File: config.mk
export PLATFORM = sky130hd
export DESIGN_NAME = gb5_fifo
export DESIGN_NICKNAME = d
export VERILOG_FILES = /design/src/assert_macros.svh /design/src/gb5_fifo.sv
export SDC_FILE = /design/constraint.sdc
export NUM_CORES = 1
export LEC_CHECK = 0
export ABC_CLOCK_PERIOD_IN_PS = 7000
export BUFFER_PORTS_ARGS = -buffer_cell sky130_fd_sc_hd__buf_4
export CORE_MARGIN = 2
export CORE_UTILIZATION = 35
export CTS_BUF_LIST = sky130_fd_sc_hd__clkbuf_16
export CTS_CLUSTER_SIZE = 30
export DETAILED_ROUTE_END_ITERATION = 6
export PLACE_DENSITY = 0.51
export SLEW_MARGIN = 20
export SYNTH_ARGS = -nofsm -noshare
export SYNTH_HDL_FRONTEND = slang
export SYNTH_SLANG_ARGS = --single-unit
File: constraint.sdc
create_clock -name clk -period 7 [get_ports clk]
set_input_delay 1.4 -clock clk [delete_from_list [all_inputs] [get_ports clk]]
set_output_delay 1.4 -clock clk [all_outputs]
set_load 0.01 [all_outputs]
File: src/assert_macros.svh
// assertion helpers, clocked on clk and disabled while rst_n is low
`ifndef ASSERT_MACROS_SVH
`define ASSERT_MACROS_SVH

// antecedent implies consequent in the same cycle
`define ASSERT_IMPLIES(label, ante, cons, msg) \
  label: assert property (@(posedge clk) disable iff (!rst_n) (ante) |-> (cons)) \
    else $error(msg);

// antecedent implies consequent after the delay given by n
`define ASSERT_DELAY(label, ante, n, cons, msg) \
  label: assert property (@(posedge clk) disable iff (!rst_n) (ante) |-> ##n (cons)) \
    else $error(msg);

`endif

File: src/gb5_fifo.sv
module gb5_fifo #(
  parameter int WIDTH = 25,
  parameter int DEPTH = 8
) (
  input  logic                       clk,
  input  logic                       rst_n,
  input  logic                       push,
  input  logic [WIDTH-1:0]           push_data,
  input  logic                       pop_ready,
  output logic                       pop_valid,
  output logic [WIDTH-1:0]           pop_data,
  output logic [$clog2(DEPTH+1)-1:0] count,
  output logic                       full
);

  localparam int AW = $clog2(DEPTH);
  localparam int NW = $clog2(DEPTH + 1);

  logic [WIDTH-1:0] slot_r [DEPTH];
  logic [AW-1:0]    wr_ptr_r, wr_ptr_nxt;
  logic [AW-1:0]    rd_ptr_r, rd_ptr_nxt;
  logic [NW-1:0]    count_r, count_nxt;
  logic             pop;

  assign pop_valid = (count_r != '0);
  assign pop_data  = slot_r[rd_ptr_r];
  assign count     = count_r;
  assign full      = (count_r == NW'(DEPTH));
  assign pop       = pop_valid & pop_ready;

  always_comb begin
    wr_ptr_nxt = wr_ptr_r;
    rd_ptr_nxt = rd_ptr_r;
    count_nxt  = count_r;
    if (push) begin
      wr_ptr_nxt = (wr_ptr_r == AW'(DEPTH - 1)) ? '0 : wr_ptr_r + AW'(1);
    end
    if (pop) begin
      rd_ptr_nxt = (rd_ptr_r == AW'(DEPTH - 1)) ? '0 : rd_ptr_r + AW'(1);
    end
    if (push && !pop) begin
      count_nxt = count_r + NW'(1);
    end else if (pop && !push) begin
      count_nxt = count_r - NW'(1);
    end
  end

  always_ff @(posedge clk) begin
    if (!rst_n) begin
      wr_ptr_r <= '0;
      rd_ptr_r <= '0;
      count_r  <= '0;
    end else begin
      wr_ptr_r <= wr_ptr_nxt;
      rd_ptr_r <= rd_ptr_nxt;
      count_r  <= count_nxt;
    end
  end

  always_ff @(posedge clk) begin
    if (push) begin
      slot_r[wr_ptr_r] <= push_data;
    end
  end

endmodule

Word-level counts from Yosys, hierarchy flattened
Memory sizes are Yosys's and may differ from the RTL's. A register that Yosys moved wholly into a read port is not among the register bits. Cells that the tools add are included.

Flip-flop bits (word level): 10. RAM bits: 200. Input bits: 29. Memories: 1.

Memory list: slot_r (words 8, width 25, read ports 1, clocked after memory_dff 1, wr ports 1, RTL line gb5_fifo.sv:19) `logic [WIDTH-1:0] slot_r [DEPTH];`.

Add/sub/neg operators: 4. Equality and inequality tests: 3. Multiplexer cells: 8. Bitwise operators: 1. Reductions and logical operators: 6.

Operators by type and width (number): two-way mux 3 bit (4); two-way mux 4 bit (2); adder 3 x 1 -> 3 bit, second input constant (2); equality test 3 bit, second input constant (2); adder 4 x 1 -> 4 bit, second input constant (1); equality test 4 bit, second input constant (1); nonzero test 4 bit (1); subtractor 4 x 1 -> 4 bit, second input constant (1); logical AND 1 bit (2); logical NOT 1 bit (2); two-way mux 1 bit (2); nonzero test 2 bit (1); bitwise AND 1 bit (1).

Longest topological paths before layout
Word-level depth: 5. Depth in mapped cells: 9.

Worst setup path before layout
Ideal clock, no wire load.

Kind: input to register. Start point: input push. End point: memory slot_r[0][0], enable pin. Arrival: 3.242 ns. Slack: 3.319 ns. Stages: 2. Path buffers: 0. Cells stage by stage: nand2b_1 -> nor3_1.

Word-level cells in the longest chain between the ends: 2.

Ends and longest elaborated chain: from (decl) (RTL line gb5_fifo.sv:7) `input logic push,`; two-way mux 1 bit (RTL line gb5_fifo.sv:61) `if (push) begin`; two-way mux 1 bit (not written as such) (RTL line gb5_fifo.sv:62) `slot_r[wr_ptr_r] <= push_data;`; to (decl) (RTL line gb5_fifo.sv:19).

No other way between the ends.

==> results_dict.tcl <==
set metrics [dict create \
    status "finished, final reports clean" \
    crit_required_ns 5.60 \
    place_area_mm2 0.009200 \
    seq_area_frac_synth_pct 74.85 \
    grt_pass1_wl_um 23540 \
    critPathKind "reg2out" \
    grt_max_degree 51 \
    dp_hpwl_um 8342 \
    ant_nets 0 \
    design.core.area_mm2 0.02347 \
    synth_most_common_cell "edfxtp_1" \
    viasPerCell 4.887 \
    crit_fanout 36 \
    finalCriticalPeriod_ns 4.269 \
    placed_cells 730 \
    ys_top_cells_by_count "edfxtp_1 (200), mux4_1 (50), mux2_2 (25)" \
    ys_ff_latch 213 \
    rsz0062_at_grt "false" \
    instances_no_fill 771 \
    maxCapViolCount 0 \
    cts-root-buf "clkbuf_16" \
    syn_nets 401 \
    synth.cell_area_mm2 0.008372 \
    cts_sinks 213 \
    track_usage_pct 12.79 \
    die-area_mm2 0.02517 \
    remaining_drc_errors 0 \
    fin_area_mm2 0.009972 \
    holdBufCountCts 0 \
    post_cts_buffers 0 \
    synth_top_cell_area_share_pct 71.74 \
    r2r-start "count[1]" \
    portBuffers 59 \
    crit_top_cell "buf_4" \
    path_clk_slew_ns 0.06 \
    worst-path-buf-inv 2 \
    area_growth_syn_to_layout_pct 19.12 \
    ctsHtreeMaxLevel 1 \
    fp.dieW_um 158.7 \
    fmax_mhz 234.3 \
    ctsResizeCount 0 \
    p_per_area_mw_per_mm2 323.6 \
    grt_pass1_vias 4032 \
    clockBufferDepth 3 \
    synth_edf_count 200 \
    cp_num_cells 4 \
    avgRoutedWirePerCell_um 20.31 \
    overflow 0 \
    drive_above_1_share_pct 29.65 \
    insertion_delay_ns 0.50 \
    r2r_slack_ns 4.43 \
    die_h_um 158.7 \
    setup_ws_ns 2.731 \
    synth_warnings 0 \
    setup_violations 0 \
    crit_path_end_kind "output pin" \
    cp-endpoint "pop_data[3]" \
    gp_congestion 0.6435 \
    dr.pass1.iters 4 \
    reg2reg_depth 9 \
    wirelength_um 15660 \
    cp.arrival_ns 2.87 \
    vias 3768 \
    relSlewSlack_pct 30.02 \
    syn_inst 364 \
    start_util_pct 35.67 \
    cpPeakStageDelay_ns 0.64 \
    nets 474 \
    synth-async-reset-ratio_pct 0 \
    worst_hold_slack_ns 0.5104 \
    setup_tns_ns 0 \
    p_leak_nw 3.331 \
    ys_types 29 \
    cp_top_family "multiplexers" \
    ys_top_cells_by_area "edfxtp_1 (72%), mux4_1 (16%), mux2_2 (3.4%)" \
    worstReg2RegEnd "count[3]" \
    hp-class "reg2reg" \
    drtIter0Drc 261 \
    maxSlewViolCount 0 \
    peakVddDrop_mv 0.1867 \
    finClkSkew_ns 0.007773 \
    tritoncts "yes" \
    top_level_ports 60 \
    final.period_utilization_pct 60.98 \
    cp_cell_sequence "buf_4 -> mux4_1 -> mux2_2 -> buf_4" \
    synth_ff_type "edfxtp_1" \
    yosysTopAreaCell "edfxtp_1" \
    n_antenna_cell 0 \
    dp_slack_ns 3.202 \
    hold_viol_final 0 \
    antenna_found_initial 0 \
    cts_buffers 24 \
    cp-start-kind "register" \
    fillCellCount 2045 \
    worst_pin_slew_ns 1.047 \
    core.rowCount 56 \
    slowest_stage "mux4_1" \
    syn_area_per_cell_um2 23.00 \
]
[cell usage in the layout (no fill, tap or decap), drive strengths merged]
| cell type | count |
|---|---|
| nand2b | 4 |
| inv | 5 |
| buf | 64 |
| xnor2 | 2 |
| mux4 | 50 |
| ha | 7 |
| fa | 1 |
| nor4b | 1 |
| o22ai | 1 |
| nand2 | 10 |
| nor3 | 2 |
| nand3 | 2 |
| nand4b | 1 |
| nor2 | 7 |
| a21boi | 3 |
| and2 | 4 |
| bufinv | 3 |
| dfxtp | 13 |
| mux2i | 3 |
| nor2b | 2 |
| a31oi | 1 |
| mux2 | 25 |
| or3 | 1 |
| a211oi | 1 |
| or4 | 1 |
| o21ai | 2 |
| edfxtp | 200 |
| clkinv | 10 |
| clkbuf | 25 |
| a21oi | 1 |
[registers in the layout, summed over array words and instances, names as in the netlist, named ones only]
| register | flops |
|---|---|
| rd_ptr_r | 3 |
| wr_ptr_r | 3 |
| slot_r | 200 |
| count | 4 |
[stage by stage]
step / util [%] / power (W)
detailed placement: 39.20 / 0.002051
global route: 42.48 / 0.003369
floorplan: - / 0.001862
CTS: 42.48 / 0.003273
finish: 42.48 / 0.003227
global placement: 39.20 / 0.002040
[layer usage]
layer	vias up	wire [µm]	global-route usage [%]
li1	1710	-	-
met1	1950	7028	17.10
met2	81	7566	21.25
met3	27	721	2.531
met4	0	342	3.818
met5	-	0	0
[where the power goes]
| part | total, W | switching [W] | internal (W) |
|---|---|---|---|
| registers | 0.00148 | 0.0000390 | 0.00144 |
| logic | 0.000537 | 0.000237 | 0.000300 |
| clock network | 0.00122 | 0.000465 | 0.000750 |
[logic make-up after synthesis]
kind of cell / Yosys count / share of synthesized area, %
buffers and inverters: 19 / 1.390
AND/OR/NAND/NOR: 35 / 2.167
multiplexers: 78 / 19.41
flip-flops: 213 / 74.85
XOR/XNOR: 2 / 0.2093
adder cells (fa/ha/maj): 8 / 1.285
AO/OA/AOI/OAI: 9 / 0.6875
[tightest hold or removal path, cell delays in order (launching register included)]
cell and delay [ns]:
dfxtp_1 0.32, nand2_1 0.05, a21boi_0 0.09
[worst min-delay path by stage]
stage | startpoint | to | slack [ns] | cells past startpoint
floorplan | rd_ptr_r[1] | register | 0.46 | 2
global placement | rd_ptr_r[1] | register | 0.48 | 2
detailed placement | count[3] | count[3] | 0.50 | 2
CTS | count[3] | count[3] | 0.52 | 2
global route | rd_ptr_r[1] | register | 0.54 | 2
finish | rd_ptr_r[1] | register | 0.51 | 2
[cell type report]
cell class	instances	area (µm²)	share of cell area [%]
tap	319	399.1	4.003
multi-input combinational	132	2044	20.50
timing repair buffer	64	480.5	4.818
sequential	213	6269	62.86
inverter	2	7.507	0.07528
clock buffer	25	625.6	6.274
clock inverter	16	146.4	1.468
No activity file was read; power rests on OpenSTA's default activity.
