**src/assert_macros.svh**
```systemverilog
// assertion helpers, clocked on clk and disabled while rst_n is low
`ifndef ASSERT_MACROS_SVH
`define ASSERT_MACROS_SVH

// antecedent implies consequent in the same cycle
`define ASSERT_IMPLIES(label, ante, cons, msg) \
  label: assert property (@(posedge clk) disable iff (!rst_n) (ante) |-> (cons)) \
    else $error(msg);

// antecedent implies consequent after the delay given by n
`define ASSERT_DELAY(label, ante, n, cons, msg) \
  label: assert property (@(posedge clk) disable iff (!rst_n) (ante) |-> ##n (cons)) \
    else $error(msg);

`endif

```
**src/gb5_pkg.sv**
```systemverilog
package gb5_pkg;

  localparam int MAX_WIDTH_DEF = 2048;
  localparam int MAX_HEIGHT    = 4096;
  localparam int KERNEL_SIZE   = 5;
  localparam int LINES         = KERNEL_SIZE - 1;
  localparam int CH_W          = 8;
  localparam int PIX_W         = 3 * CH_W;
  localparam int FW_W          = 12;
  localparam int FH_W          = 13;
  localparam int OUT_ROW_W     = 12;
  localparam int CFG_AW        = 3;
  localparam int CFG_DW        = 32;
  localparam int REG_SEL_BIT   = 2;
  localparam int FIFO_DEPTH    = 8;
  localparam int HSUM_W        = 12;
  localparam int VSUM_W        = 16;

  localparam logic [FW_W-1:0] WIDTH_RST  = FW_W'(640);
  localparam logic [FH_W-1:0] HEIGHT_RST = FH_W'(480);

  typedef logic [PIX_W-1:0] pixel_t;
  typedef logic [LINES*PIX_W-1:0] line_word_t;

  typedef enum logic {
    REG_FRAME_WIDTH  = 1'b0,
    REG_FRAME_HEIGHT = 1'b1
  } reg_idx_t;

  // per-item control that travels down the pipeline
  typedef struct packed {
    logic emit;
    logic border;
    logic last;
  } tag_t;

  typedef struct packed {
    logic   last;
    pixel_t px;
  } res_t;

  // 1 4 6 4 1 weighted sum of five values
  function automatic logic [VSUM_W-1:0] binom5(input logic [VSUM_W-1:0] a,
                                                input logic [VSUM_W-1:0] b,
                                                input logic [VSUM_W-1:0] c,
                                                input logic [VSUM_W-1:0] d,
                                                input logic [VSUM_W-1:0] e);
    logic [VSUM_W-1:0] s;
    s = a + e + ((b + d) << 2) + (c << 2) + (c << 1);
    return s;
  endfunction

endpackage

```
**src/gb5_kernel.sv**
```systemverilog
module gb5_kernel import gb5_pkg::*; (
  input  logic                         clk,
  input  logic                         rst_n,
  input  logic                         shift_en,
  input  pixel_t [KERNEL_SIZE-1:0]     col_in,
  input  tag_t                         tag_in,
  output logic                         res_valid,
  output res_t                         res_data,
  output logic [1:0]                   busy
);

  // window rows: 0 oldest line .. 4 newest, columns: 0 oldest .. 4 newest
  pixel_t              win_r [KERNEL_SIZE][KERNEL_SIZE];
  logic                s2_valid_r;
  tag_t                s2_tag_r;
  logic                s3_valid_r;
  tag_t                s3_tag_r;
  pixel_t              center_r;
  logic [HSUM_W-1:0]   hs_r [KERNEL_SIZE][3];
  logic [HSUM_W-1:0]   hs   [KERNEL_SIZE][3];
  logic [VSUM_W-1:0]   vs   [3];
  pixel_t              blur;

  always_ff @(posedge clk) begin
    if (shift_en) begin
      for (int j = 0; j < KERNEL_SIZE; j++) begin
        for (int i = 0; i < KERNEL_SIZE - 1; i++) begin
          win_r[j][i] <= win_r[j][i+1];
        end
        win_r[j][KERNEL_SIZE-1] <= col_in[j];
      end
    end
  end

  // horizontal pass, one weighted sum per row and channel
  always_comb begin
    for (int j = 0; j < KERNEL_SIZE; j++) begin
      for (int c = 0; c < 3; c++) begin
        hs[j][c] = HSUM_W'(binom5(VSUM_W'(win_r[j][0][c*CH_W +: CH_W]),
                                  VSUM_W'(win_r[j][1][c*CH_W +: CH_W]),
                                  VSUM_W'(win_r[j][2][c*CH_W +: CH_W]),
                                  VSUM_W'(win_r[j][3][c*CH_W +: CH_W]),
                                  VSUM_W'(win_r[j][4][c*CH_W +: CH_W])));
      end
    end
  end

  always_ff @(posedge clk) begin
    hs_r     <= hs;
    center_r <= win_r[2][2];
    s2_tag_r <= tag_in;
    s3_tag_r <= s2_tag_r;
  end

  always_ff @(posedge clk) begin
    if (!rst_n) begin
      s2_valid_r <= 1'b0;
      s3_valid_r <= 1'b0;
    end else begin
      s2_valid_r <= shift_en & tag_in.emit;
      s3_valid_r <= s2_valid_r;
    end
  end

  // vertical pass, total weight 256
  always_comb begin
    for (int c = 0; c < 3; c++) begin
      vs[c] = binom5(VSUM_W'(hs_r[0][c]), VSUM_W'(hs_r[1][c]), VSUM_W'(hs_r[2][c]),
                     VSUM_W'(hs_r[3][c]), VSUM_W'(hs_r[4][c]));
      blur[c*CH_W +: CH_W] = vs[c][VSUM_W-1 -: CH_W];
    end
  end

  assign res_valid   = s3_valid_r;
  assign res_data.last = s3_tag_r.last;
  assign res_data.px   = s3_tag_r.border ? center_r : blur;
  assign busy        = {s3_valid_r, s2_valid_r};

endmodule

```
**config.mk**
```make
export PLATFORM = sky130hd
export DESIGN_NAME = gb5_kernel
export DESIGN_NICKNAME = d
export VERILOG_FILES = /design/src/assert_macros.svh /design/src/gb5_pkg.sv /design/src/gb5_kernel.sv
export SDC_FILE = /design/constraint.sdc
export NUM_CORES = 2
export LEC_CHECK = 0
export BUFFER_PORTS_ARGS = -buffer_cell sky130_fd_sc_hd__buf_2
export CAP_MARGIN = 20
export CORE_MARGIN = 2
export CORE_UTILIZATION = 60
export DETAILED_ROUTE_END_ITERATION = 6
export MAX_ROUTING_LAYER = met4
export PLACE_DENSITY = 0.82
export REMOVE_ABC_BUFFERS = 1
export SYNTH_ARGS = -nofsm -noshare
export SYNTH_HDL_FRONTEND = slang
export SYNTH_SLANG_ARGS = --single-unit
```
**constraint.sdc**
```tcl
create_clock -name clk -period 14.2 [get_ports clk]
set_input_delay 2.84 -clock clk [delete_from_list [all_inputs] [get_ports clk]]
set_output_delay 2.84 -clock clk [all_outputs]
set_load 0.03 [all_outputs]
```
# Word-level counts from Yosys, hierarchy flattened
# Memories as Yosys holds them, arrays and structs flattened.
# Cells that the tools add are included.
[op_classes]
n_lt_le_gt_ge = 0
muxes = 3
n_eq_ne = 0
add_sub_neg = 90
n_reduce_logical = 0
n_div = 0
shift = 0
bitwise = 1
mul = 0
[op_table]
columns = ["operator", "count"]
rows = [
  ["8-bit by 8-bit adder with 9-bit output", 30],
  ["12-bit by 10-bit adder with 12-bit output", 15],
  ["12-bit by 9-bit adder with 12-bit output", 15],
  ["9-bit by 11-bit adder with 12-bit output", 15],
  ["12-bit by 12-bit adder with 13-bit output", 6],
  ["16-bit by 13-bit adder with 16-bit output", 3],
  ["16-bit by 14-bit adder with 16-bit output", 3],
  ["16-bit adder", 2],
  ["24-bit 2-to-1 mux", 1],
  ["13-bit by 15-bit adder with 16-bit output", 1],
  ["1-bit 2-to-1 mux", 2],
  ["1-bit AND", 1],
]
[totals]
word_cells = 117
output_inout_bits = 28
latch_bits = 0
mem_count = 1
ram_bits = 600
in_bits = 126
register_bits = 210
rom_bits = 0
[memory_table]
columns = ["memory", "depth", "width", "rd", "rd_ports_with_merged_regs", "wr", "line", "rtl"]
rows = [
  ["win_r", 5, 120, 5, 0, 5, "gb5_kernel.sv:13", "pixel_t win_r [KERNEL_SIZE][KERNEL_SIZE];"],
]

# Longest topological paths before layout
[logic_depth]
word_depth = 5
depth_mapped = 20
mapped_depth_nobuf = 20

# Worst setup path before layout
# Ideal clock, no wire load.
[synth_timing]
kind = "reg-to-output"
startpoint = "reg hs_r[1] (netlist name)"
endpoint = "out res_data[23] (netlist name)"
required_time_ps = 11360
slack_ps = 6318
path_buffers = 0
arrival_time_ps = 5042
stages_incl_launch_ff = 17
path_cell_list = "dfxtp_1 -> ha_1 -> a31o_2 -> a21oi_1 -> o221ai_1 -> o21ai_0 -> o21ai_0 -> xnor2_1 -> fa_1 -> fa_1 -> inv_1 -> ha_1 -> a21o_1 -> a211oi_1 -> o2bb2ai_1 -> a21oi_1 -> o311ai_0"
[synth_lines]
columns = ["element", "line", "rtl"]
rows = [
  ["start, declared", "gb5_kernel.sv:19", "logic [HSUM_W-1:0] hs_r [KERNEL_SIZE][3];"],
  ["start signal, assigned", "gb5_kernel.sv:49", "hs_r <= hs;"],
  ["end, declared", "gb5_kernel.sv:8", "output res_t res_data,"],
]

==> results.sh <==
export IMPL_synth_top_cells_by_area="edfxtp_1 (39%), fa_1 (18%), ha_1 (12%)"
export IMPL_cts_setup_buffers=0
export IMPL_synthArstFlopShare=0
export IMPL_final_setup_violation_count=0
export IMPL_drv_cap=0
export IMPL_finalHoldViolations=0
export IMPL_timing_hold_worst_start="s2_tag_r[0]$_DFF_P_"
export IMPL_dominant_combinational_cell_family_by_area_after_synthesis="adder cells"
export IMPL_fin_crit_sh=0.590
export IMPL_crit_reg2reg_capture="hs_r[9]$_DFF_P_"
export IMPL_antenna_violations_before_repair=2
export IMPL_detailroute_via_count=25600
export IMPL_timing_reg2reg_worst_path_depth=16
export IMPL_final_instance_count_excl_fill=4871
export IMPL_hold_path_end="res_data[24]$_DFF_P_"
export IMPL_cts_clk_slew_worst_paths_ns=0.06
export IMPL_remaining_drc_errors=0
export IMPL_first_global_vias=27100
export IMPL_post_synth_inst_count=3527
export IMPL_parity_gate_share_of_the_synthesized_area_counting_xor_and_xnor_cells=0.0466
export IMPL_global_route_wire_length_before_repair_um=134000
export IMPL_setup_tns_ns=0
export IMPL_path_cells="ha_1 -> a31o_2 -> a21oi_1 -> o221ai_1 -> o21ai_0 -> o21ai_0 -> xnor2_1 -> fa_1 -> fa_1 -> inv_1 -> ha_1 -> a21o_1 -> a211oi_1 -> o2bb2ai_1 -> a21oi_1 -> o311ai_0 -> buf_2"
export IMPL_synthDominantCellAreaShare=0.390
export IMPL_worst_endpoint_arrival_ns=5.54
export IMPL_reg_to_reg_setup_timing_slack_ns=9.56
export IMPL_synthToLayoutAreaGrowth_pct=10.8
export IMPL_tritoncts_num_buffers=88
export IMPL_fin_crit_ns=8.38
export IMPL_timing_hold_worst_path_depth=0
export IMPL_cts_tree="done"
export IMPL_pin_count_of_the_biggest_net_entering_global_routing=162
export IMPL_synth_compound_area_share=0.0654
export IMPL_drt_pre_antenna_iters=5
export IMPL_critPathCaptureType="output port"
export IMPL_cpMaxStageDelayCell="fa_1"
export IMPL_slew_viol_final=0
export IMPL_post_synthesis_share_of_cell_area_spent_on_and_or_nand_and_nor_gates=0.0445
export IMPL_cts_root_buffer="clkbuf_16"
export IMPL_cts_path_max_buffers=3
export IMPL_synth_mux_area_fraction=0.000921
export IMPL_gp_routability_congestion=0.873
export IMPL_initial_utilization=0.607
export IMPL_route_detailed_vias_per_inst=5.25
export IMPL_placedCellCount=4705
export IMPL_r2r_start="win_r[4][40]$_DFFE_PP_"
export IMPL_synthesis_area_um2=46200
export IMPL_ctsHtreeMaxLevel=3
export IMPL_drive_above_1_share=0.0859
export IMPL_holdBufCountCts=0
export IMPL_groute_usage_overall=0.219
export IMPL_synth_yosys_seq_area_share=0.481
export IMPL_synth_flop_cell="edfxtp_1"
export IMPL_row_count=101
export IMPL_synth_area_leader_cell="edfxtp_1"
export IMPL_count_of_flip_flops_with_a_built_in_enable_after_synthesis=600
export IMPL_die_width_um=282
export IMPL_drt_initial_drc_count=1314
export IMPL_synth_commonest_cells="inv_1 (677), edfxtp_1 (600), ha_1 (450), fa_1 (424), dfxtp_1 (210)"
export IMPL_timing_fmax_ghz=0.119
export IMPL_count_of_buffer_and_inverter_cells_on_the_critical_path=2
export IMPL_final_nets=4765
export IMPL_post_synth_cell_area_avg_um2=13.1
export IMPL_die_y_um=282
export IMPL_crit_path_max_fanout=5
export IMPL_die_area_um2=79300
export IMPL_routed_wl_um=80500
export IMPL_grt_remaining_overflow=0
export IMPL_startpoint_type="flop"
export IMPL_drt_wirelength_per_cell_um=16.5
export IMPL_synth_adder_area_share=0.306
export IMPL_grt_setup_unrepaired="false"
export IMPL_yosys_cell_count_top_type="inv_1"
export IMPL_clock_latency_ns=0.64
export IMPL_synth_warnings=0
export IMPL_worst_slew_pin_slew_ns=1.01
export IMPL_ys_ff_latch=810
export IMPL_cts_resized=0
export IMPL_hold_path_class="reg2reg"
export IMPL_outcome="finished clean"
export IMPL_max_slew_margin_rel=0.327
export IMPL_io_pin_count=154
export IMPL_numPortBuffers=153
export IMPL_library_cells_used_by_synthesis=67
export IMPL_critPathKind="reg2out"
export IMPL_place_hpwl_um=59600
export IMPL_timing_critical_path_slowest_cell_delay_ns=0.54
export IMPL_timing_critical_path_max_delay_family="compound AO/OA/AOI/OAI gates"
export IMPL_design_core_area_um2=76100
export IMPL_numClockSinks=810
export IMPL_final_setup_skew_ns=0.0301
export IMPL_worst_ep_required_time_ns=11.36
export IMPL_postRouteAntennaNets=0
## cell families after synthesis
family	Yosys count
flops	810
mux	4
compound gates	464
fa+ha+maj	874
buf+inv	688
simple gates	441
xor+xnor	246
## per-layer routing
layer	GRT usage	vias up	wire length (um)
met5	-	-	0
met4	0.0648	0	2150
met3	0.0288	146	2940
met2	0.356	470	39600
met1	0.291	12600	35800
li1	-	12300	-
## worst max path at each step
stage | startpoint | endpoint | cells after the start
final | hs_r[1]$_DFF_P_ | res_data[23] | 17
after global routing | hs_r[1]$_DFF_P_ | res_data[23] | 17
after CTS | hs_r[1]$_DFF_P_ | res_data[21] | 18
after detailed placement | hs_r[1]$_DFF_P_ | res_data[21] | 18
after global placement | hs_r[1]$_DFF_P_ | res_data[21] | 18
after floorplan | hs_r[1]$_DFF_P_ | res_data[23] | 16
## sequential cells by signal, summed over array words and instances (netlist names)
register / count
s2_valid_r: 1
win_r: 600
center_r: 24
hs_r: 180
res_valid: 1
res_data: 1
s3_tag_r: 1
s2_tag_r: 2
## cells in the final DEF (no fill, tap or decap), types with 8 or more instances in the layout
cell type  synthesis  layout
nor2b_1           48      48
xnor2_1          188     188
edfxtp_1         600     600
a21o_1            78      78
a21boi_0          15      15
a21oi_1          130     130
inv_1            677     677
nand3_1           10      10
o41ai_1           19      19
nor3_1            44      44
o21ai_0          103     103
a31oi_1            9       9
o21a_1             8       8
o311ai_0          14      14
dfxtp_1          210     209
and3_1             8       8
clkinv_1           0      12
a211oi_1          20      20
nand2b_1          12      12
nor2_1           131     131
xor2_1            58      58
clkbuf_8           0      10
clkbuf_1           6      13
buf_2              0     152
or4_1             12      12
clkbuf_16          0      91
nand2_1          137     137
or2_2             14      14
o21bai_1          23      23
ha_1             450     450
clkinv_2           0      17
fa_1             424     424
## worst reg2reg max path: stages (launching register included)
cell and delay [ns]:
edfxtp_1 0.40, ha_1 0.27, fa_1 0.42, a21o_1 0.17, a21oi_1 0.23, xnor2_1 0.17, fa_1 0.48, fa_1 0.50
inv_1 0.05, fa_1 0.47, inv_1 0.04, ha_1 0.32, o21ai_0 0.16, a21boi_0 0.31, o21ai_0 0.16, nor2b_1 0.16
xnor2_1 0.24
## metrics by stage
step,utilization,instance area (um^2),hold slack [ns],setup slack [ns]
2_1_floorplan,-,46200,0.310,6.32
3_3_place_gp,0.635,48300,0.315,6.66
3_5_place_dp,0.635,48300,0.317,6.52
4_1_cts,0.673,51200,0.331,5.80
5_1_grt,0.673,51200,0.333,5.52
6_report,0.673,51200,0.328,5.82
## layout make-up
class	instances	area (um^2)
clock inverter	50	435
multi-input combinational	2029	21400
fill	5319	24900
timing repair buffer	159	846
antenna	1	2.50
inverter	677	2540
clock buffer	115	2470
tap	1030	1290
sequential	810	22200
Power is not shown: default switching activity piles up to over one toggle a cycle in this logic, so the estimate is an artifact.
