`src/assert_macros.svh`:
```
// assertion helpers, clocked on clk and disabled while rst_n is low
`ifndef ASSERT_MACROS_SVH
`define ASSERT_MACROS_SVH

// antecedent implies consequent in the same cycle
`define ASSERT_IMPLIES(label, ante, cons, msg) \
  label: assert property (@(posedge clk) disable iff (!rst_n) (ante) |-> (cons)) \
    else $error(msg);

// antecedent implies consequent after the delay given by n
`define ASSERT_DELAY(label, ante, n, cons, msg) \
  label: assert property (@(posedge clk) disable iff (!rst_n) (ante) |-> ##n (cons)) \
    else $error(msg);

`endif

```
`src/gb5_pkg.sv`:
```
package gb5_pkg;

  localparam int MAX_WIDTH_DEF = 2048;
  localparam int MAX_HEIGHT    = 4096;
  localparam int KERNEL_SIZE   = 5;
  localparam int LINES         = KERNEL_SIZE - 1;
  localparam int CH_W          = 8;
  localparam int PIX_W         = 3 * CH_W;
  localparam int FW_W          = 12;
  localparam int FH_W          = 13;
  localparam int OUT_ROW_W     = 12;
  localparam int CFG_AW        = 3;
  localparam int CFG_DW        = 32;
  localparam int REG_SEL_BIT   = 2;
  localparam int FIFO_DEPTH    = 8;
  localparam int HSUM_W        = 12;
  localparam int VSUM_W        = 16;

  localparam logic [FW_W-1:0] WIDTH_RST  = FW_W'(640);
  localparam logic [FH_W-1:0] HEIGHT_RST = FH_W'(480);

  typedef logic [PIX_W-1:0] pixel_t;
  typedef logic [LINES*PIX_W-1:0] line_word_t;

  typedef enum logic {
    REG_FRAME_WIDTH  = 1'b0,
    REG_FRAME_HEIGHT = 1'b1
  } reg_idx_t;

  // per-item control that travels down the pipeline
  typedef struct packed {
    logic emit;
    logic border;
    logic last;
  } tag_t;

  typedef struct packed {
    logic   last;
    pixel_t px;
  } res_t;

  // 1 4 6 4 1 weighted sum of five values
  function automatic logic [VSUM_W-1:0] binom5(input logic [VSUM_W-1:0] a,
                                                input logic [VSUM_W-1:0] b,
                                                input logic [VSUM_W-1:0] c,
                                                input logic [VSUM_W-1:0] d,
                                                input logic [VSUM_W-1:0] e);
    logic [VSUM_W-1:0] s;
    s = a + e + ((b + d) << 2) + (c << 2) + (c << 1);
    return s;
  endfunction

endpackage

```
`src/gb5_ctrl.sv`:
```
module gb5_ctrl import gb5_pkg::*; #(
  parameter int MAX_WIDTH = MAX_WIDTH_DEF
) (
  input  logic                         clk,
  input  logic                         rst_n,
  input  logic                         psel,
  input  logic                         penable,
  input  logic                         pwrite,
  input  logic [CFG_AW-1:0]            paddr,
  input  logic [CFG_DW-1:0]            pwdata,
  output logic [CFG_DW-1:0]            prdata,
  input  logic                         item_acc,
  input  logic                         item_flush,
  input  pixel_t                       item_px,
  output logic                         take,
  output logic [$clog2(MAX_WIDTH)-1:0] take_col,
  output pixel_t                       take_px,
  output tag_t                         take_tag
);

  localparam int CW  = $clog2(MAX_WIDTH);
  localparam int EW  = $clog2(MAX_WIDTH + 1);
  localparam int EW1 = EW + 1;
  localparam int DW  = EW + 2;

  logic [FW_W-1:0]      fw_r, fw_nxt;
  logic [FH_W-1:0]      fh_r, fh_nxt;
  logic [CW-1:0]        in_col_r, in_col_nxt;
  logic [FH_W-1:0]      in_row_r, in_row_nxt;
  logic [CW-1:0]        out_col_r, out_col_nxt;
  logic [OUT_ROW_W-1:0] out_row_r, out_row_nxt;
  logic [DW-1:0]        diff_r, diff_nxt;

  logic [EW-1:0]   eff_w;
  logic [FH_W-1:0] eff_h;
  logic            input_done;
  logic            in_wrap;
  logic            out_wrap;
  logic [DW-1:0]   diff_inc;
  logic [DW-1:0]   delay;
  logic            emit;
  logic            col_ok;
  logic            row_ok;
  logic            last;
  logic            cfg_wr;
  reg_idx_t        cfg_idx;

  // zero means one, oversize saturates
  assign eff_w = (fw_r == '0) ? EW'(1) :
                 (32'(fw_r) > 32'(MAX_WIDTH)) ? EW'(MAX_WIDTH) : EW'(fw_r);
  assign eff_h = (fh_r == '0) ? FH_W'(1) :
                 (fh_r > FH_W'(MAX_HEIGHT)) ? FH_W'(MAX_HEIGHT) : fh_r;

  assign input_done = (in_row_r >= eff_h);
  assign take       = item_acc & (input_done | ~item_flush);
  assign take_px    = input_done ? '0 : item_px;
  assign take_col   = in_col_r;

  assign in_wrap  = (EW'(in_col_r) == eff_w - EW'(1));
  assign out_wrap = (EW'(out_col_r) == eff_w - EW'(1));

  // distance between input and output positions replaces two products
  assign diff_inc = diff_r + DW'(1);
  assign delay    = (DW'(eff_w) << 1) + DW'(2);
  assign emit     = take & (diff_inc > delay);

  assign col_ok = (out_col_r >= CW'(2)) && ((EW1'(out_col_r) + EW1'(2)) < EW1'(eff_w));
  assign row_ok = (out_row_r >= OUT_ROW_W'(2)) && ((FH_W'(out_row_r) + FH_W'(2)) < eff_h);
  assign last   = out_wrap && (FH_W'(out_row_r) == eff_h - FH_W'(1));

  assign take_tag = '{emit: emit, border: ~(col_ok & row_ok), last: last};

  assign cfg_wr  = psel & penable & pwrite;
  assign cfg_idx = reg_idx_t'(paddr[REG_SEL_BIT]);

  always_comb begin
    unique case (cfg_idx)
      REG_FRAME_WIDTH:  prdata = CFG_DW'(fw_r);
      REG_FRAME_HEIGHT: prdata = CFG_DW'(fh_r);
      default:          prdata = '0;
    endcase
  end

  always_comb begin
    fw_nxt      = fw_r;
    fh_nxt      = fh_r;
    in_col_nxt  = in_col_r;
    in_row_nxt  = in_row_r;
    out_col_nxt = out_col_r;
    out_row_nxt = out_row_r;
    diff_nxt    = diff_r;
    if (cfg_wr) begin
      unique case (cfg_idx)
        REG_FRAME_WIDTH:  fw_nxt = pwdata[FW_W-1:0];
        REG_FRAME_HEIGHT: fh_nxt = pwdata[FH_W-1:0];
        default:          ;
      endcase
      in_col_nxt  = '0;
      in_row_nxt  = '0;
      out_col_nxt = '0;
      out_row_nxt = '0;
      diff_nxt    = '0;
    end else if (take) begin
      if (in_wrap) begin
        in_col_nxt = '0;
        in_row_nxt = in_row_r + FH_W'(1);
      end else begin
        in_col_nxt = in_col_r + CW'(1);
      end
      if (!emit) begin
        diff_nxt = diff_inc;
      end else if (last) begin
        in_col_nxt  = '0;
        in_row_nxt  = '0;
        out_col_nxt = '0;
        out_row_nxt = '0;
        diff_nxt    = '0;
      end else if (out_wrap) begin
        out_col_nxt = '0;
        out_row_nxt = out_row_r + OUT_ROW_W'(1);
      end else begin
        out_col_nxt = out_col_r + CW'(1);
      end
    end
  end

  always_ff @(posedge clk) begin
    if (!rst_n) begin
      fw_r      <= WIDTH_RST;
      fh_r      <= HEIGHT_RST;
      in_col_r  <= '0;
      in_row_r  <= '0;
      out_col_r <= '0;
      out_row_r <= '0;
      diff_r    <= '0;
    end else begin
      fw_r      <= fw_nxt;
      fh_r      <= fh_nxt;
      in_col_r  <= in_col_nxt;
      in_row_r  <= in_row_nxt;
      out_col_r <= out_col_nxt;
      out_row_r <= out_row_nxt;
      diff_r    <= diff_nxt;
    end
  end

endmodule

```
`config.mk`:
```
export PLATFORM = sky130hd
export DESIGN_NAME = gb5_ctrl
export DESIGN_NICKNAME = d
export VERILOG_FILES = /design/src/assert_macros.svh /design/src/gb5_pkg.sv /design/src/gb5_ctrl.sv
export SDC_FILE = /design/constraint.sdc
export NUM_CORES = 1
export LEC_CHECK = 0
export BUFFER_PORTS_ARGS = -buffer_cell sky130_fd_sc_hd__buf_2
export CAP_MARGIN = 20
export CORE_MARGIN = 3
export CORE_UTILIZATION = 45
export CTS_CLUSTER_SIZE = 16
export DETAILED_ROUTE_END_ITERATION = 12
export PLACE_DENSITY = 0.7
export REMOVE_ABC_BUFFERS = 1
export SLEW_MARGIN = 20
export SYNTH_ARGS = -nofsm -noshare
export SYNTH_HDL_FRONTEND = slang
export SYNTH_SLANG_ARGS = --single-unit
export TNS_END_PERCENT = 20
```
`constraint.sdc`:
```
create_clock -name clk -period 7.9 [get_ports clk]
set_clock_uncertainty 0.05 [all_clocks]
set_input_delay 0 -clock clk [delete_from_list [all_inputs] [get_ports clk]]
set_output_delay 0 -clock clk [all_outputs]
set_load 0.01 [all_outputs]
```
# ---- Yosys cells after proc, flatten, opt, wreduce, memory -nomap -nowiden
# Index checks and enable logic that the tools add are counted.
dict set report word_totals {
  latch_bits 0
  word_cells 69
  register_bits 86
  ram_bits 0
  output_inout_bits 71
  rom_bits 0
  n_memories 0
  inputBits 66
}
dict set report op_classes {
  mux 18
  n_addsub 10
  bitwise 10
  eq_ne 4
  n_lt_le_gt_ge 8
  div_mod_pow 0
  n_mul 0
  n_reduce_logical 12
  shifts 0
}
# operator n
set op_table {}
lappend op_table {{13-bit two-way mux} 5}
lappend op_table {{32-bit case mux with 2 select lines} 1}
lappend op_table {{11-bit two-way mux} 5}
lappend op_table {{12-bit two-way mux} 4}
lappend op_table {{14-bit two-way mux} 2}
lappend op_table {{11-bit by 12-bit == test with 1-bit output} 2}
lappend op_table {{24-bit two-way mux} 1}
lappend op_table {{11-bit by 1-bit adder with 11-bit output, second input constant} 2}
lappend op_table {{13-bit by 2-bit adder with 14-bit output, second input constant} 1}
lappend op_table {{14-bit by 1-bit adder with 14-bit output, second input constant} 1}
lappend op_table {{14-bit > comparator} 1}
lappend op_table {{12-bit by 2-bit adder with 13-bit output, second input constant} 1}
lappend op_table {{13-bit by 1-bit adder with 13-bit output, second input constant} 1}
lappend op_table {{12-bit by 13-bit == test with 1-bit output} 1}
lappend op_table {{13-bit greater-or-equal comparator} 1}
lappend op_table {{13-bit > comparator, second input constant} 1}
lappend op_table {{13-bit zero test} 1}
lappend op_table {{13-bit < comparator} 1}
lappend op_table {{13-bit by 1-bit subtractor with 13-bit output, second input constant} 1}
lappend op_table {{11-bit by 2-bit adder with 12-bit output, second input constant} 1}
lappend op_table {{12-bit by 1-bit adder with 12-bit output, second input constant} 1}
lappend op_table {{12-bit by 2-bit greater-or-equal comparator with 1-bit output, second input constant} 1}
lappend op_table {{12-bit > comparator, second input constant} 1}
lappend op_table {{12-bit zero test} 1}
lappend op_table {{12 further kinds} 24}

# ---- Logic depth before layout (Yosys ltp)
dict set report depth {
  ltp_word 9
  mapped_depth 22
  ltp_nobuf 18
}

# ---- Worst setup path before layout
# OpenSTA, ideal clock, no wires.
dict set report synth_timing {
  kind {reg-to-reg}
  start {register fw_r[1]}
  end {register in_col_r[4], in the netlist take_col[4]}
  synth_period_minus_slack_ns 4.365
  stages_incl_launch_ff 22
  setup_slack_ns 3.535
  arrival_ns 4.258
  cell_sequence {dfxtp_1 -> buf_6 -> nor4_4 -> a31oi_1 -> nor2_1 -> ha_1 -> nand3_1 -> nor2_1 -> nand4_1 -> xnor2_1 -> ha_1 -> a21o_1 -> a21o_1 -> a21o_1 -> o31a_1 -> clkbuf_1 -> o311ai_1 -> nor3_1 -> or2_2 -> buf_2 -> o32ai_1 -> a21o_1}
}
dict set report synth_between {
  elab_chain_len 8
  elab_cells_between_ends 14
  classes_between {add/sub (2); order compare (2); eq/ne (2); mux (5); bitwise (1); reduce/logical (2)}
}
# element line_no
set synth_lines {}
lappend synth_lines {{start: declaration} gb5_ctrl.sv:26} ;# logic [FW_W-1:0] fw_r, fw_nxt;
lappend synth_lines {{start signal: assignment} gb5_ctrl.sv:137} ;# fw_r <= fw_nxt;
lappend synth_lines {{12-bit > comparator} gb5_ctrl.sv:50} ;# (32'(fw_r) > 32'(MAX_WIDTH)) ? EW'(MAX_WIDTH) : EW'(fw_r);
lappend synth_lines {{12-bit two-way mux} gb5_ctrl.sv:50}
lappend synth_lines {{12-bit two-way mux (*)} gb5_ctrl.sv:49} ;# assign eff_w = (fw_r == '0) ? EW'(1) :
lappend synth_lines {{parallel branches: the longest is 4 deep, another holds 13-bit by 2-bit adder with 14-bit output} -}
lappend synth_lines {{11-bit two-way mux (*)} gb5_ctrl.sv:110} ;# if (!emit) begin
lappend synth_lines {{end signal: assignment} gb5_ctrl.sv:139} ;# in_col_r <= in_col_nxt;
lappend synth_lines {{end: declaration} gb5_ctrl.sv:28} ;# logic [CW-1:0] in_col_r, in_col_nxt;
# Mark *: on every way between the ends.
# A chain may end at the register's enable or synchronous reset.

# ---- Worst setup path after layout
dict set report layout_timing {
  start {register fw_r[2]}
  end {register in_col_r[4], in the netlist take_col[4]}
}
# The elaborated chain is that of the path after synthesis.

==> out/qor.yml <==
cts:
  cts_tree: "yes"
  clkSinkCount: 86
  cts_buffer_depth: 2
  htreeDepth: 3
  post-cts-setup-buffer-count: 0
  clk_pin_slew_ps: 70
  cts_made_buffers: 9
  clock-root-buffer: "clkbuf_16"
  clk_latency_ps: 360
critical_path:
  cp_slowest_cell: "or2_2"
  crit_fanout: 29
  critPathRequiredTime_ps: 8100
  cp.buffers_inverters: 0
  cp_top_family: "simple AND/OR/NAND/NOR gates"
  arrival_ps: 6090
  criticalPathCategory: "flip-flop to flip-flop"
  crit_top_cell: "and3_1"
  cp-end-kind: "flip-flop"
  crit_path_max_incr_delay_ps: 580
  cp_cell_sequence: "nor4_4 -> a31oi_1 -> nor2_1 -> and3_1 -> and3_1 -> nand4_1 -> o21a_1 -> ha_1 -> and4_1 -> and3_1 -> a21boi_0 -> o31a_1 -> o311ai_1 -> nor3_1 -> or2_2 -> o32ai_1 -> a21o_1"
  worstSetupStartpointType: "flip-flop"
status:
  outcome: "finished, final reports clean"
run:
  drv_cap: 0
timing:
  fin_setup_tns_ps: 0
  worstMarginPinSlew_ps: 1176
  fin_ws_ps: 2008
  min_period_ps: 5892
  slew_headroom: 0.2039
  slew_viol_final: 0
  finalCritPeriodShare: 0.7458
  setup_viol_count_final: 0
  rsz0062_at_grt: "no"
  hold_violations: 0
  fmax_mhz: 169.7
yosys:
  synth_warnings: 0
  synth_common_cells: "97 x nand2_1, 86 x dfxtp_1, 79 x nor2_1"
  yosysTopAreaCell: "dfxtp_1"
  netlist_area_mm2: 0.007958
  synth_top_area_frac: 0.2164
  synth-seq-cells: 86
  async_reset_ff_frac: 0
  yosysSeqAreaShare: 0.2164
  synth_edf_count: 0
  ys.flop_type: "dfxtp_1"
  synth_cells: 1044
  syn_area_per_cell_um2: 7.622
  synthDistinctLibCells: 79
  yosysMostFrequentCell: "nand2_1"
  synth_top_cells_by_area: "dfxtp_1 22%, ha_1 9.9%, xor2_1 5.4%, nand2_1 4.6%, xnor2_1 4.1%"
place:
  port_buffers: 96
  finalWeightedCongestion: 0.9405
  dpl_cell_area_mm2: 0.008322
  dp.cells: 1282
  hpwlAfterDp_mm: 16.73
  pre_cts_ws_ps: 2103
worst_hold_path:
  holdCritPathClass: "input port to flip-flop"
layout:
  fin_cells: 1315
  drive_above_1_share: 0.1324
  utilization: 0.5194
  fillers: 1624
  areaGrowthSynthToFinish_pct: 10.55
  fin_area_mm2: 0.008797
  antenna_cells: 0
  nNetsFinal: 1219
routing:
  routed_wl_mm: 22.40
  wire_per_inst_um: 17.03
  vias_per_cell: 5.941
  post-route-drc-count: 0
  drt-pass1-iter-count: 5
  vias: 7813
  first_iter_violations: 875
  ant_nets: 0
die:
  die_x_um: 139.0
  rows: 47
  die_h_um: 139.0
  die_area_mm2: 0.01932
  boundaryPins: 137
  initial_core_util: 0.4699
  core-area_mm2: 0.01694
grt:
  grt_max_degree: 37
  antenna_found_initial: 0
  grt_pass1_vias: 7100
  grt_overflow: 0
  grt_use_total: 0.2257
  grt_pass1_wl_mm: 36.46
pwr:
  power_density_mw_per_mm2: 118.5
  ir_drop_uv: 104.9
  power.leakage_uw: 0.003715
==> tightest hold or removal path, cell delays in order <==
cell	delay (ps)
buf_2	100
o311ai_1	290
xnor2_1	110
nor2_1	70
==> cell type report <==
| type | count | area (µm²) | share of cell area |
|---|---|---|---|
| timing repair buffer | 117 | 680.7 | 0.07737 |
| multi-input combinational | 836 | 5667 | 0.6441 |
| inverter | 40 | 150.1 | 0.01707 |
| clock inverter | 6 | 73.82 | 0.008391 |
| tap | 220 | 275.3 | 0.03129 |
| sequential | 86 | 1722 | 0.1957 |
| clock buffer | 10 | 229.0 | 0.02603 |
==> stage by stage <==
stage                     total power, µW  hold slack [ps]
final                                1043            220.2
after detailed placement            595.4            195.5
after global routing                 1085            215.5
after CTS                            1049            219.7
after floorplan                     543.6            21.83
after global placement              594.3            190.1
==> layout by cell type, fill, tap and decap left out, types with 17 or more instances in the layout <==
| cell type | instances |
|---|---|
| nand2_1 | 97 |
| buf_2 | 96 |
| dfxtp_1 | 86 |
| nor2_1 | 78 |
| ha_1 | 63 |
| nand3_1 | 54 |
| xor2_1 | 49 |
| inv_1 | 40 |
| xnor2_1 | 37 |
| o21ai_0 | 34 |
| a21oi_1 | 32 |
| and3_1 | 29 |
| and2_1 | 25 |
| nand4_1 | 22 |
| nor3_1 | 21 |
| a21boi_0 | 21 |
| nand2b_1 | 20 |
| conb_1 | 20 |
| dlygate4sd3_1 | 17 |
==> sequential cells by signal (all words and copies together), names as in the netlist <==
register,count
diff_r,14
fh_r,13
fw_r,12
in_row_r,13
out_col_r,11
out_row_r,12
take_col,11
==> report_power, final <==
part	total [µW]	internal [µW]	switching [µW]	leakage (µW)
logic	146	61.4	84.5	0.00287
registers	450	437	12.0	0.000694
clock network	447	251	197	0.000148
==> timing repair <==
| item | 4_1_cts | 5_1_grt |
|---|---|---|
| endpoints found under the hold margin | 25 | 0 |
| hold buffers | 17 | 0 |
| resized for setup | 0 | 0 |
==> worst paths after layout <==
kind                                  from           end  slack, ps  cells past startpoint
worst max-delay path               fw_r[2]   take_col[4]       2010                     17
worst min-delay path              item_acc  out_col_r[0]        220                      4
worst max register to register     fw_r[2]   take_col[4]       2010                     17
worst min register to register  diff_r[13]    diff_r[13]        450                      1
==> cells by family (layout without fill, tap and decap cells) <==
family / count (synthesis) / in the layout / share of synthesized area
buf+inv: 140 / 173 / 0.08113
fa+ha+maj: 63 / 63 / 0.09906
compound gates: 215 / 215 / 0.1921
flops: 86 / 86 / 0.2164
other cells: 2 / 20 / 0.0009437
mux: 12 / 12 / 0.01620
xor+xnor: 86 / 86 / 0.09465
simple gates: 440 / 440 / 0.2995
==> layer usage <==
| metal | up-vias | part of all wire | track usage |
|---|---|---|---|
| met2 | 327 | 0.45 | 0.3595 |
| li1 | 3792 | - | - |
| met5 | - | 0 | 0 |
| met1 | 3664 | 0.46 | 0.3165 |
| met4 | 0 | 0.018 | 0.06025 |
| met3 | 30 | 0.076 | 0.03897 |
No activity file was read; power rests on OpenSTA's default activity.
